==> src/design/nhg_pkg.sv <==
// Package for the Hamming number generator: widths, defaults and control structs.
package nhg_pkg;

  localparam int NHG_POS_W     = 11;
  localparam int NHG_VALUE_W   = 32;
  localparam int NHG_MAX_INDEX = 1024;
  localparam int NHG_SMALL_LIM = 7;

  // Commands from the controller to the datapath
  typedef struct packed {
    logic take_small;  // latch a small position as the answer
    logic take_big;    // latch the saturated position as the target count
    logic init;        // seed the store with 1, clear pointers
    logic step;        // append one entry
    logic load_out;    // move the answer into the output register
  } nhg_cmd_t;

  // Status from the datapath to the controller
  typedef struct packed {
    logic filled;      // store holds as many entries as requested
  } nhg_status_t;

endpackage

==> src/design/nhg_ctrl.sv <==
// Controller state machine for the Hamming number generator.
module nhg_ctrl (
  input  logic                clk,
  input  logic                rst,
  input  logic                req_valid,
  output logic                req_ready,
  input  logic [nhg_pkg::NHG_POS_W-1:0] position,
  output logic                rsp_valid,
  input  logic                rsp_ready,
  output nhg_pkg::nhg_cmd_t   cmd,
  input  nhg_pkg::nhg_status_t status
);
  import nhg_pkg::*;

  typedef enum logic [3:0] {
    ST_IDLE   = 4'b0001,
    ST_INIT   = 4'b0010,
    ST_RUN    = 4'b0100,
    ST_FINISH = 4'b1000
  } state_t;

  state_t state, state_next;
  logic   out_free;

  assign req_ready = (state == ST_IDLE);
  assign out_free  = !rsp_valid || rsp_ready;

  always_comb begin
    state_next = state;
    cmd        = '0;
    case (state)
      ST_IDLE: begin
        if (req_valid) begin
          if (position < NHG_POS_W'(NHG_SMALL_LIM)) begin
            cmd.take_small = 1'b1;
            state_next     = ST_FINISH;
          end else begin
            cmd.take_big = 1'b1;
            state_next   = ST_INIT;
          end
        end
      end
      ST_INIT: begin
        cmd.init   = 1'b1;
        state_next = ST_RUN;
      end
      ST_RUN: begin
        if (status.filled) begin
          state_next = ST_FINISH;
        end else begin
          cmd.step = 1'b1;
        end
      end
      ST_FINISH: begin
        if (out_free) begin
          cmd.load_out = 1'b1;
          state_next   = ST_IDLE;
        end
      end
      default: begin
        state_next = ST_IDLE;
      end
    endcase
  end

  always_ff @(posedge clk) begin
    if (rst) begin
      state     <= ST_IDLE;
      rsp_valid <= 1'b0;
    end else begin
      state <= state_next;
      if (cmd.load_out) begin
        rsp_valid <= 1'b1;
      end else if (rsp_ready) begin
        rsp_valid <= 1'b0;
      end
    end
  end

endmodule

==> config.mk <==
export PLATFORM = sky130hd
export DESIGN_NAME = nhg_ctrl
export DESIGN_NICKNAME = d
export VERILOG_FILES = /design/src/design/nhg_pkg.sv /design/src/design/nhg_ctrl.sv
export SDC_FILE = /design/constraint.sdc
export NUM_CORES = 1
export LEC_CHECK = 0
export ABC_AREA = 1
export BUFFER_PORTS_ARGS = -buffer_cell sky130_fd_sc_hd__buf_2
export CORE_AREA = 2 2 39 41
export DETAILED_ROUTE_END_ITERATION = 10
export DIE_AREA = 0 0 41 43
export GPL_ROUTABILITY_DRIVEN = 1
export PLACE_DENSITY = 0.58
export SYNTH_ARGS = -nofsm -noshare
export SYNTH_HDL_FRONTEND = slang
export SYNTH_SLANG_ARGS = --single-unit
export TNS_END_PERCENT = 50
==> constraint.sdc <==
create_clock -name clk -period 2.45 [get_ports clk]
set_input_delay 0.3675 -clock clk [delete_from_list [all_inputs] [get_ports clk]]
set_output_delay 0.3675 -clock clk [all_outputs]
set_load 0.005 [all_outputs]
==> out/results.ini <==
[clock_network]
clock_latency_ns = 0.24
cts_tree = yes
post_cts_buffers = 0
root_buffer = clkbuf_4
cts_resized = 0
htreeDepth = 1
cts_buffers = 3
ctsHoldBuffers = 0
cts_sinks = 5
path_clk_slew_ns = 0.04
clock_path_buffers = 2

[sta]
tightest_slew_ns = 0.194
max_slew_margin_pct = 87.0
hold_viol = 0
rsz0062_at_grt = no
maxSlewViolCount = 0
setup_viol = 0
fmax_mhz = 630
final.setup_skew_ns = 0.000780
min_period_ns = 1.59
min_period_over_period_pct = 64.8
fin_tns_setup_ns = 0

[routing]
vias_per_cell = 4.20
firstDrtPassIters = 2
postRouteAntennaNets = 0
num_vias = 407
drt_iter0_drc = 10
wl_microns = 730
drc_errors = 0
wire_per_inst_microns = 7.53

[critical_path]
path_class = flip-flop to output port
cpMaxStageDelayCell = dfxtp_1
arrival_ns = 1.22
r2r_slack_ns = 1.45
crit_fanout = 4
critPathRequiredTime_ns = 2.08
worstSetupStartpointType = flip-flop
slowest_delay_ns = 0.34
endpoint_kind = output port
crit_chain = nor2_2, inv_2, nor2_4, nand3_1, nor2_1, buf_2

[grt]
grt_pass1_wl_microns = 1260
grt_pass1_vias = 359
grt_util_all_layers_pct = 10.7
antenna_found_initial = 0
grt_max_degree = 5
grt-ovfl-total = 0

[yosys]
yosysWarnings = 0
synth_top_area_share_pct = 29.4
ys_types = 16
yosysSeqAreaShare_pct = 29.4
synth_top_area_cell = dfxtp_1
synthTopCellsByArea = dfxtp_1 (29%), nor2_1 (15%), inv_1 (12%)
syn_area_per_cell_sq_um = 6.19
synthCells = 55
synth_fp_nets = 71
netlist_area_sq_um = 340
ys_seq_elements = 5

[power]
vdd_drop_max_mv = 0.267
clkPwrFrac_pct = 34.6
comb_power_share_pct = 29.9
finalPower_mw = 0.271
switching_share_pct = 30.5
p_leak_nw = 0.304
p_seq_share_pct = 35.5
p_int_mw = 0.188
p_per_area_nw_per_um2 = 545
p_sw_mw = 0.0825

[run]
cap_violations = 0

[final_layout]
drive_above_1_share_pct = 40.7
area_growth_pct = 46.0
fill_cells = 169
diodes = 0
layout.nets = 98

[place]
portBuffers = 22
gp_congestion = 0.706
place_hpwl_microns = 634

[die]
die_w_microns = 41
row_count = 14
start_util_pct = 24.6
core_area_sq_um = 1380
die_area_sq_um = 1760
pin_count = 23
die_y_microns = 43

[worst_hold_path]
worst_hold_path_type = input port to flip-flop

[outcome]
status = completed

## critical path: cells and delay by family, from the launching register on
kind / cells / cell delay (ns)
buffers and inverters: 2 / 0.18
AND/OR/NAND/NOR: 4 / 0.47
flip-flops: 1 / 0.34
## cell families after synthesis
kind of cell / after synthesis / synth area share [%]
simple gates: 35 / 51.5
flops: 5 / 29.4
compound gates: 3 / 5.88
buf+inv: 12 / 13.2
## path summary, 6_finish.rpt
check | from | endpoint | cells after the start
max | state[3] | cmd[4] | 6
min | rst | state[2] | 2
max reg2reg | state[3] | state[3] | 7
min reg2reg | rsp_valid | rsp_valid | 4
## per-layer routing
metal  wire length, microns  track usage, %
met5                      0               0
met3                     33            3.14
met1                    317            12.0
met4                     12            8.00
met2                    366            15.9
## cells in the final DEF (no fill, tap or decap), types with 3 or more instances in the layout
master and instances:
buf_2 22, clkbuf_4 3, dfxtp_1 5, inv_1 11, nand2_1 7, nand3_1 5
nor2_1 14, nor2_2 3
## power by group through the flow
stage	combinational, mW	clock (mW)	sequential (mW)
2_1_floorplan	0.0535	0	0.0967
3_3_place_gp	0.0811	0	0.0974
3_5_place_dp	0.0823	0	0.0974
4_1_cts	0.0822	0.0960	0.0961
5_1_grt	0.0920	0.103	0.0970
6_report	0.0808	0.0937	0.0961
## synthesized netlist by cell type
| master | count |
|---|---|
| nor2_2 | 3 |
| nand3_2 | 1 |
| nand4_2 | 1 |
| inv_2 | 1 |
| o211ai_1 | 1 |
| o21bai_1 | 1 |
| nand3_1 | 5 |
| nand2_1 | 7 |
| a21oi_1 | 1 |
| nand4_1 | 1 |
| nor2_1 | 14 |
| nand2_2 | 1 |
| dfxtp_1 | 5 |
| and2_0 | 1 |
| inv_1 | 11 |
| nor2_4 | 1 |
## per-stage QoR
step | hold WS, ns | instance area (sq um) | utilization (%) | std cells | setup slack, ns
after detailed placement | 0.588 | 470 | 34.0 | 93 | 1.05
after CTS | 0.338 | 497 | 35.9 | 97 | 0.855
final | 0.339 | 497 | 35.9 | 97 | 0.863
after global placement | 0.586 | 470 | 34.0 | 93 | 1.04
after global routing | 0.343 | 497 | 35.9 | 97 | 0.777
after floorplan | 0.437 | 340 | - | 55 | 1.25
## area by class of cell
| type | instances | area (sq um) | area share (%) |
|---|---|---|---|
| clock buffers | 4 | 26.3 | 5.29 |
| multi-input cells | 38 | 195 | 39.3 |
| well taps | 16 | 20.0 | 4.03 |
| repair buffers | 22 | 110 | 22.2 |
| flip-flops and latches | 5 | 100 | 20.2 |
| inverters | 12 | 45.0 | 9.07 |
## state kept, by name (all words and copies together), names as in the netlist
register and flops:
rsp_valid 1, state 4
No activity file was read; power rests on OpenSTA's default activity.
